[src/sh32_pkg.sv]
// Shared constants, command/status types and helpers for the streaming hash engine.
package sh32_pkg;

   // Hash primes
   localparam logic [31:0] PRIME1 = 32'h9E3779B1;
   localparam logic [31:0] PRIME2 = 32'h85EBCA77;
   localparam logic [31:0] PRIME3 = 32'hC2B2AE3D;
   localparam logic [31:0] PRIME4 = 32'h27D4EB2F;
   localparam logic [31:0] PRIME5 = 32'h165667B1;

   localparam int unsigned LANE_COUNT  = 4;
   localparam int unsigned STRIPE_SIZE = 16;

   // Datapath micro-operations issued by the controller
   typedef enum logic [4:0] {
      OP_NONE  = 5'd0,
      OP_LOAD  = 5'd1,   // store request byte, count length
      OP_LMUL  = 5'd2,   // prod = stripe word * P2
      OP_LADD  = 5'd3,   // acc = rotl(lane + prod, 13)
      OP_LFIN  = 5'd4,   // lane = acc * P1
      OP_FOLD1 = 5'd5,   // start digest from lanes or seed
      OP_FOLD2 = 5'd6,   // add remaining lane rotations
      OP_FOLD3 = 5'd7,   // add total length
      OP_WMUL  = 5'd8,   // prod = leftover word * P3
      OP_WADD  = 5'd9,   // acc = rotl(acc + prod, 17)
      OP_WFIN  = 5'd10,  // acc = acc * P4
      OP_BMUL  = 5'd11,  // prod = leftover byte * P5
      OP_BADD  = 5'd12,  // acc = rotl(acc + prod, 11)
      OP_BFIN  = 5'd13,  // acc = acc * P1
      OP_AV1   = 5'd14,  // acc = (acc ^ acc >> 15) * P2
      OP_AV2   = 5'd15,  // acc = (acc ^ acc >> 13) * P3
      OP_EMIT  = 5'd16   // load result, restart message
   } sh32_op_type;

   typedef struct packed {
      sh32_op_type op;
      logic [3:0]  idx;   // byte position; [3:2] selects word and lane
   } sh32_cmd_type;

   typedef struct packed {
      logic [3:0] fill;   // bytes held in the stripe buffer
   } sh32_status_type;

   // Rotate left by a fixed amount in 1..31
   function automatic logic [31:0] rotl32(input logic [31:0] v, input int unsigned n);
      rotl32 = (v << n) | (v >> (32 - n));
   endfunction

endpackage

[src/streaming_hash32_engine.sv]
// Top level of the streaming 32-bit hash engine: controller plus datapath.
//
//  Channel | Ports                                              | Direction
//  --------+----------------------------------------------------+----------
//  req     | req_valid, req_stall, req_data_byte,               | in
//          | req_byte_present, req_end_of_message               |
//  rsp     | rsp_valid, rsp_stall, rsp_hash_value               | out
//  csr     | csr_write_enable, csr_write_data (seed)            | in
//
// The sixteenth byte of a stripe starts four lane rounds of three steps each on the one
// shared multiplier. A final request adds the fold steps, then multiply, add and finish
// per leftover word and byte, the avalanche steps and the emit, plus a wait while a
// previous result is still stalled on rsp. Reset is synchronous, active high; it clears
// the seed to zero and loads the lanes. req_stall is high whenever the controller is not
// idle; the result register lets the next message stream in while a finished hash waits.
module streaming_hash32_engine
   import sh32_pkg::*;
(
   input  logic        clock,
   input  logic        reset,
   input  logic        csr_write_enable,
   input  logic [31:0] csr_write_data,
   input  logic        req_valid,
   output logic        req_stall,
   input  logic [7:0]  req_data_byte,
   input  logic        req_byte_present,
   input  logic        req_end_of_message,
   output logic        rsp_valid,
   input  logic        rsp_stall,
   output logic [31:0] rsp_hash_value
);

   sh32_cmd_type    cmd;
   sh32_status_type status;

   sh32_ctrl u_ctrl (
      .clock              (clock),
      .reset              (reset),
      .req_valid          (req_valid),
      .req_stall          (req_stall),
      .req_byte_present   (req_byte_present),
      .req_end_of_message (req_end_of_message),
      .rsp_valid          (rsp_valid),
      .rsp_stall          (rsp_stall),
      .status             (status),
      .cmd                (cmd)
   );

   sh32_dpath u_dpath (
      .clock            (clock),
      .reset            (reset),
      .csr_write_enable (csr_write_enable),
      .csr_write_data   (csr_write_data),
      .req_data_byte    (req_data_byte),
      .cmd              (cmd),
      .status           (status),
      .rsp_hash_value   (rsp_hash_value)
   );

endmodule

[src/sh32_dpath.sv]
// Datapath: stripe buffer, lanes, length, shared multiplier and result register.
module sh32_dpath
   import sh32_pkg::*;
(
   input  logic            clock,
   input  logic            reset,
   input  logic            csr_write_enable,
   input  logic [31:0]     csr_write_data,
   input  logic [7:0]      req_data_byte,
   input  sh32_cmd_type    cmd,
   output sh32_status_type status,
   output logic [31:0]     rsp_hash_value
);

   logic [31:0] seed_ff, seed_in;
   logic [31:0] lanes_ff [LANE_COUNT];
   logic [31:0] lanes_in [LANE_COUNT];
   logic [7:0]  buf_ff [STRIPE_SIZE];
   logic [3:0]  fill_ff, fill_in;
   logic [31:0] len_ff, len_in;
   logic        long_ff, long_in;
   logic [31:0] acc_ff, acc_in;
   logic [31:0] prod_ff, prod_in;
   logic [31:0] hash_ff, hash_in;

   logic [1:0]  widx;
   logic [31:0] word_sel;
   logic [7:0]  byte_sel;
   logic [31:0] mul_a, mul_k, mul_res;
   logic [31:0] len_inc;
   logic        fresh;

   assign widx     = cmd.idx[3:2];
   assign word_sel = {buf_ff[{widx, 2'd3}], buf_ff[{widx, 2'd2}],
                      buf_ff[{widx, 2'd1}], buf_ff[{widx, 2'd0}]};
   assign byte_sel = buf_ff[cmd.idx];
   assign len_inc  = len_ff + 32'd1;
   assign fresh    = (fill_ff == 4'd0) && (len_ff == 32'd0) && !long_ff;

   // Select multiplier operands
   always_comb begin
      mul_a = acc_ff;
      mul_k = PRIME1;
      case (cmd.op)
         OP_LMUL: begin
            mul_a = word_sel;
            mul_k = PRIME2;
         end
         OP_WMUL: begin
            mul_a = word_sel;
            mul_k = PRIME3;
         end
         OP_WFIN: mul_k = PRIME4;
         OP_BMUL: begin
            mul_a = {24'd0, byte_sel};
            mul_k = PRIME5;
         end
         OP_AV1: begin
            mul_a = acc_ff ^ (acc_ff >> 15);
            mul_k = PRIME2;
         end
         OP_AV2: begin
            mul_a = acc_ff ^ (acc_ff >> 13);
            mul_k = PRIME3;
         end
         default: begin
            mul_a = acc_ff;
            mul_k = PRIME1;
         end
      endcase
   end

   assign mul_res = mul_a * mul_k;

   // Next-state logic for every datapath register but the stripe buffer
   always_comb begin
      seed_in = seed_ff;
      for (int i = 0; i < LANE_COUNT; i++) lanes_in[i] = lanes_ff[i];
      fill_in = fill_ff;
      len_in  = len_ff;
      long_in = long_ff;
      acc_in  = acc_ff;
      prod_in = prod_ff;
      hash_in = hash_ff;

      unique case (cmd.op) inside
         OP_NONE: ;
         OP_LOAD: begin
            fill_in = fill_ff + 4'd1;
            len_in  = len_inc;
            long_in = long_ff | (len_inc[31:4] != 28'd0);
         end
         OP_LMUL, OP_WMUL, OP_BMUL: prod_in = mul_res;
         OP_LADD: acc_in = rotl32(lanes_ff[widx] + prod_ff, 13);
         OP_LFIN: lanes_in[widx] = mul_res;
         OP_FOLD1: begin
            if (long_ff) begin
               acc_in = rotl32(lanes_ff[0], 1) + rotl32(lanes_ff[1], 7);
            end else begin
               acc_in = lanes_ff[2] + PRIME5;
            end
         end
         OP_FOLD2: begin
            if (long_ff) begin
               acc_in = acc_ff + rotl32(lanes_ff[2], 12) + rotl32(lanes_ff[3], 18);
            end
         end
         OP_FOLD3: acc_in = acc_ff + len_ff;
         OP_WADD:  acc_in = rotl32(acc_ff + prod_ff, 17);
         OP_BADD:  acc_in = rotl32(acc_ff + prod_ff, 11);
         OP_WFIN, OP_BFIN, OP_AV1, OP_AV2: acc_in = mul_res;
         OP_EMIT: begin
            hash_in     = acc_ff ^ (acc_ff >> 16);
            lanes_in[0] = seed_ff + PRIME1 + PRIME2;
            lanes_in[1] = seed_ff + PRIME2;
            lanes_in[2] = seed_ff;
            lanes_in[3] = seed_ff - PRIME1;
            fill_in     = 4'd0;
            len_in      = 32'd0;
            long_in     = 1'b0;
         end
         default: ;
      endcase

      // Seed write; reload lanes only before the first byte of a message
      if (csr_write_enable) begin
         seed_in = csr_write_data;
         if (fresh) begin
            lanes_in[0] = csr_write_data + PRIME1 + PRIME2;
            lanes_in[1] = csr_write_data + PRIME2;
            lanes_in[2] = csr_write_data;
            lanes_in[3] = csr_write_data - PRIME1;
         end
      end
   end

   // Control-like state with reset values
   always_ff @(posedge clock) begin
      if (reset) begin
         seed_ff     <= 32'd0;
         lanes_ff[0] <= PRIME1 + PRIME2;
         lanes_ff[1] <= PRIME2;
         lanes_ff[2] <= 32'd0;
         lanes_ff[3] <= 32'd0 - PRIME1;
         fill_ff     <= 4'd0;
         len_ff      <= 32'd0;
         long_ff     <= 1'b0;
      end else begin
         seed_ff <= seed_in;
         for (int i = 0; i < LANE_COUNT; i++) lanes_ff[i] <= lanes_in[i];
         fill_ff <= fill_in;
         len_ff  <= len_in;
         long_ff <= long_in;
      end
   end

   // Payload registers
   always_ff @(posedge clock) begin
      acc_ff  <= acc_in;
      prod_ff <= prod_in;
      hash_ff <= hash_in;
      if (cmd.op == OP_LOAD) begin
         buf_ff[fill_ff] <= req_data_byte;
      end
   end

   assign status.fill    = fill_ff;
   assign rsp_hash_value = hash_ff;

endmodule

[src/sh32_ctrl.sv]
// Controller: sequences byte loads, stripe rounds, digest steps and result handoff.
module sh32_ctrl
   import sh32_pkg::*;
(
   input  logic            clock,
   input  logic            reset,
   input  logic            req_valid,
   output logic            req_stall,
   input  logic            req_byte_present,
   input  logic            req_end_of_message,
   output logic            rsp_valid,
   input  logic            rsp_stall,
   input  sh32_status_type status,
   output sh32_cmd_type    cmd
);

   typedef enum logic [15:0] {
      S_IDLE  = 16'h0001,
      S_LMUL  = 16'h0002,
      S_LADD  = 16'h0004,
      S_LFIN  = 16'h0008,
      S_FOLD1 = 16'h0010,
      S_FOLD2 = 16'h0020,
      S_FOLD3 = 16'h0040,
      S_WMUL  = 16'h0080,
      S_WADD  = 16'h0100,
      S_WFIN  = 16'h0200,
      S_BMUL  = 16'h0400,
      S_BADD  = 16'h0800,
      S_BFIN  = 16'h1000,
      S_AV1   = 16'h2000,
      S_AV2   = 16'h4000,
      S_OUT   = 16'h8000
   } sh32_state_type;

   sh32_state_type state_ff, state_in;
   logic [3:0]     cnt_ff, cnt_in;
   logic           last_ff, last_in;
   logic           valid_ff, valid_in;
   logic           accept;
   logic           can_emit;
   sh32_state_type tail_next;

   assign accept   = (state_ff == S_IDLE) && req_valid;
   assign can_emit = !valid_ff || !rsp_stall;

   // Pick the next leftover step: word, byte, or avalanche
   always_comb begin
      if (cnt_ff[3:2] < status.fill[3:2]) begin
         tail_next = S_WMUL;
      end else if (cnt_ff < status.fill) begin
         tail_next = S_BMUL;
      end else begin
         tail_next = S_AV1;
      end
   end

   always_comb begin
      state_in = state_ff;
      cnt_in   = cnt_ff;
      last_in  = last_ff;
      cmd.op   = OP_NONE;
      cmd.idx  = cnt_ff;

      unique case (state_ff)
         S_IDLE: begin
            cnt_in = 4'd0;
            if (accept) begin
               last_in = req_end_of_message;
               if (req_byte_present) begin
                  cmd.op = OP_LOAD;
               end
               if (req_byte_present && status.fill == 4'hF) begin
                  state_in = S_LMUL;
               end else if (req_end_of_message) begin
                  state_in = S_FOLD1;
               end
            end
         end
         S_LMUL: begin
            cmd.op   = OP_LMUL;
            state_in = S_LADD;
         end
         S_LADD: begin
            cmd.op   = OP_LADD;
            state_in = S_LFIN;
         end
         S_LFIN: begin
            cmd.op = OP_LFIN;
            cnt_in = cnt_ff + 4'd4;
            if (cnt_ff[3:2] != 2'd3) begin
               state_in = S_LMUL;
            end else if (last_ff) begin
               state_in = S_FOLD1;
            end else begin
               state_in = S_IDLE;
            end
         end
         S_FOLD1: begin
            cmd.op   = OP_FOLD1;
            cnt_in   = 4'd0;
            state_in = S_FOLD2;
         end
         S_FOLD2: begin
            cmd.op   = OP_FOLD2;
            state_in = S_FOLD3;
         end
         S_FOLD3: begin
            cmd.op   = OP_FOLD3;
            state_in = tail_next;
         end
         S_WMUL: begin
            cmd.op   = OP_WMUL;
            cnt_in   = cnt_ff + 4'd4;
            state_in = S_WADD;
         end
         S_WADD: begin
            cmd.op   = OP_WADD;
            state_in = S_WFIN;
         end
         S_WFIN: begin
            cmd.op   = OP_WFIN;
            state_in = tail_next;
         end
         S_BMUL: begin
            cmd.op   = OP_BMUL;
            cnt_in   = cnt_ff + 4'd1;
            state_in = S_BADD;
         end
         S_BADD: begin
            cmd.op   = OP_BADD;
            state_in = S_BFIN;
         end
         S_BFIN: begin
            cmd.op   = OP_BFIN;
            state_in = tail_next;
         end
         S_AV1: begin
            cmd.op   = OP_AV1;
            state_in = S_AV2;
         end
         S_AV2: begin
            cmd.op   = OP_AV2;
            state_in = S_OUT;
         end
         S_OUT: begin
            // Hold until the result register is free
            if (can_emit) begin
               cmd.op   = OP_EMIT;
               state_in = S_IDLE;
            end
         end
         default: state_in = S_IDLE;
      endcase
   end

   // Result valid: set on emit, drop when taken
   always_comb begin
      valid_in = valid_ff;
      if (cmd.op == OP_EMIT) begin
         valid_in = 1'b1;
      end else if (!rsp_stall) begin
         valid_in = 1'b0;
      end
   end

   always_ff @(posedge clock) begin
      if (reset) begin
         state_ff <= S_IDLE;
         cnt_ff   <= 4'd0;
         last_ff  <= 1'b0;
         valid_ff <= 1'b0;
      end else begin
         state_ff <= state_in;
         cnt_ff   <= cnt_in;
         last_ff  <= last_in;
         valid_ff <= valid_in;
      end
   end

   assign req_stall = (state_ff != S_IDLE);
   assign rsp_valid = valid_ff;

endmodule
[config.mk]
export PLATFORM = sky130hd
export DESIGN_NAME = streaming_hash32_engine
export DESIGN_NICKNAME = d
export VERILOG_FILES = /design/src/sh32_pkg.sv /design/src/streaming_hash32_engine.sv /design/src/sh32_dpath.sv /design/src/sh32_ctrl.sv
export SDC_FILE = /design/constraint.sdc
export NUM_CORES = 2
export LEC_CHECK = 0
export CAP_MARGIN = 20
export CORE_MARGIN = 4
export CORE_UTILIZATION = 43
export CTS_CLUSTER_SIZE = 40
export DETAILED_ROUTE_END_ITERATION = 7
export DONT_BUFFER_PORTS = 1
export PLACE_DENSITY = 0.62
export SETUP_SLACK_MARGIN = 0.3
export SLEW_MARGIN = 20
export SYNTH_ARGS = -nofsm -noshare
export SYNTH_HDL_FRONTEND = slang
export SYNTH_SLANG_ARGS = --single-unit
[constraint.sdc]
create_clock -name clock -period 13.68 [get_ports clock]
set_clock_uncertainty 0.2 [all_clocks]
set_input_delay 0.684 -clock clock [delete_from_list [all_inputs] [get_ports clock]]
set_output_delay 0.684 -clock clock [all_outputs]
set_load 0.005 [all_outputs]
==> impl_results.md <==
* DRT iter0 DRCs at 5,422
* Post-synth EDFFs at 224
* Post-Syn Nets at 6,141
* First-pass GRT wire length at 301 mm
* Grt ovf at 0
* Port bufs at 0
* Drt wl/cell at 30.8 um
* Pin count of the biggest net entering global routing at 196
* Setup Crit Path Kind: reg -> reg
* Mapped Cells at 5,349
* TritonCTS buffer count at 55
* Io pins at 81
* WP buf/inv at 3
* WP data required at 13,990 ps
* Asr flop ratio synth at 0
* Fin crit share at 0.859
* Synthesized area at 49,200 um2
* Yosys warning total at 0
* Worst Max-Slew Pin Slew at 1210 ps
* GPL Wtd Cong at 1.06
* F_max at 85.1 MHz
* Yosys top cell area share at 0.180
* Outcome: finished clean
* Syn Area/Cell at 9.19 um2
* Max-Cap Viols at 0
* Full die area at 120,000 um2
* Leading area contributor after synthesis: fa_1
* Most frequent cell after synthesis: inv_1
* TritonCTS clock tree: yes
* Std-Cell Rows at 123
* Synth unique cells at 102
* Final WL at 210 mm
* Core area at 113,000 um2
* Die width at 346 um
* Crit path DAT at 12,070 ps
* CP top delay family: adder cells
* Worst path depth at 30
* Ys flop type: edfxtp_1
* Synth Register Bits at 447
* Type of origin of the critical path: flop
* Synth top area cells: fa_1, edfxtp_1, dfxtp_1
* Remaining DRCs at 0
* Setup Viol. Count Final at 0
* Vias in the first global route at 42.2k
* Via count at 43.6k
* # nets final at 6,065
* Hold Path Depth at 3
* Initial Util at 0.435
* Post-Route Utilization at 0.473
* Crit end category: flop
* Share of cells above drive strength 1 at 0.0773
* Final hold vios at 0
* Tightest Hold Check Type: in -> reg
* Post-layout min period at 11,760 ps
* Syn-to-layout area delta at 8.63%
* Clock buffer depth at 3
* Slew margin rel. at 0.188
* Hold_ws at 30.0 ps
* RSZ-0062 raised after global routing: false
* CP max FO at 21
* Clk sinks at 447
* Antenna violations before repair at 20
* Via-per-instance ratio at 6.38
* Root Driver: clkbuf_16
* Setup TNS at 0 ps
* Slowest CP cell: and3_1
* Top post-synthesis cells by count: inv_1, nor2_1, nand2_1
* Clock transition at path regs at 70 ps
* Routed Antenna Nets at 0
* R2r worst-path depth at 30
* H-tree levels at 2
* Pre-Repair DR Iteration Count at 6
* Post-CTS sizing at 0
* Die Y at 346 um
* Post-synthesis sequential area ratio at 0.228
* Clk_lat worst skew at 700 ps
* Gr usage total at 0.340
* HPWL Detailed at 160 mm
* CP most frequent cell: fa_1
* Final Max Slew Viols at 0
* CP max stage delay at 1010 ps
==> logic make-up after synthesis <==
| group | after synthesis | share of synthesized area |
|---|---|---|
| buf+inv | 888 | 0.0694 |
| flops | 447 | 0.228 |
| xor+xnor | 426 | 0.0771 |
| compound gates | 1266 | 0.177 |
| fa+ha+maj | 745 | 0.257 |
| mux | 160 | 0.0588 |
| simple gates | 1417 | 0.133 |
==> worst min-delay path, delay by kind of cell <==
kind,cells,cell delay [ps]
simple gates,1,80
xor+xnor,1,50
compound gates,1,50
==> routing by layer <==
metal	vias to the layer above	global-route usage	share of wire
met5	-	0	0.00025
met1	21600	0.431	0.38
met3	685	0.0882	0.11
met2	2668	0.518	0.44
li1	18600	-	-
met4	8	0.218	0.078
==> area by class of cell <==
| class | count | area (um2) |
|---|---|---|
| Fill cell | 10900 | 59500 |
| Multi-Input combinational cell | 4014 | 34700 |
| Timing Repair Buffer | 170 | 1470 |
| Sequential cell | 447 | 11200 |
| Clock inverter | 43 | 475 |
| Antenna cell | 14 | 35.0 |
| Inverter | 585 | 2200 |
| Tap cell | 1500 | 1880 |
| Clock buffer | 61 | 1420 |
==> final timing paths <==
path / from / slack (ps) / endpoint
max: u_ctrl.state_ff[7]$_SDFFE_PP0P_ / 1920 / u_dpath.acc_ff[28]$_DFFE_PP_
min: csr_write_data[7] / 30 / u_dpath.lanes_ff[1][7]$_SDFF_PP0_
max reg2reg: u_ctrl.state_ff[7]$_SDFFE_PP0P_ / 1920 / u_dpath.acc_ff[28]$_DFFE_PP_
min reg2reg: u_ctrl.last_ff$_SDFFE_PP0P_ / 290 / u_ctrl.last_ff$_SDFFE_PP0P_
==> timing repair <==
action | in CTS | in global routing
buffers inserted | 0 | 0
hold endpoints to repair | 235 | 0
hold buffers | 67 | 0
==> cell usage in the layout (no fill, tap or decap), types with 14 or more instances in the layout <==
cell type,synthesis,final
a211o_1,31,31
o221ai_1,22,22
nand2b_1,44,44
a21o_1,102,102
ha_1,303,303
mux2i_1,45,45
clkbuf_16,0,56
nand4_1,28,28
and3_1,42,42
dlygate4sd3_1,0,66
nor4_1,26,25
inv_1,573,573
a211oi_1,59,59
edfxtp_1,224,224
nand2_1,449,449
a31oi_1,42,42
a221oi_1,132,132
a21oi_1,325,323
nand3_1,91,90
diode_2,0,14
nor3_1,78,78
or2_2,20,20
o21a_1,58,58
dfxtp_1,223,219
nor2_1,471,460
xnor2_1,247,241
o21bai_1,40,40
o22ai_1,15,15
fa_1,442,442
o31ai_1,16,16
a221o_1,44,44
a22oi_1,29,29
and2_1,33,32
xor2_1,175,173
mux4_2,102,102
o211ai_1,31,31
buf_4,8,101
or3_1,32,32
o21ai_0,197,197
nor2b_1,28,28
==> per-stage QoR <==
step,instances,cell area (um2),setup slack (ps)
CTS,6817,53400,2160
floorplan,5349,49200,3930
global route,6821,53400,1360
detailed placement,6646,50800,2170
finish,6834,53400,1920
global placement,6644,50800,2380
==> flip-flops by register name, indices dropped and copies added, names as in the netlist, named ones only <==
signal / flops
u_ctrl.rsp_valid: 1
u_dpath.rsp_hash_value: 32
u_dpath.acc_ff: 32
u_dpath.status: 4
u_dpath.len_ff: 32
u_ctrl.cnt_ff: 4
u_ctrl.state_ff: 16
u_ctrl.last_ff: 1
u_dpath.long_ff: 1
u_dpath.prod_ff: 32
u_dpath.seed_ff: 32
u_dpath.lanes_ff: 128
u_dpath.buf_ff: 128
Power is left out: the tool's default activity adds up to more than one toggle a clock period on the data nets, which glitch-free logic cannot reach.
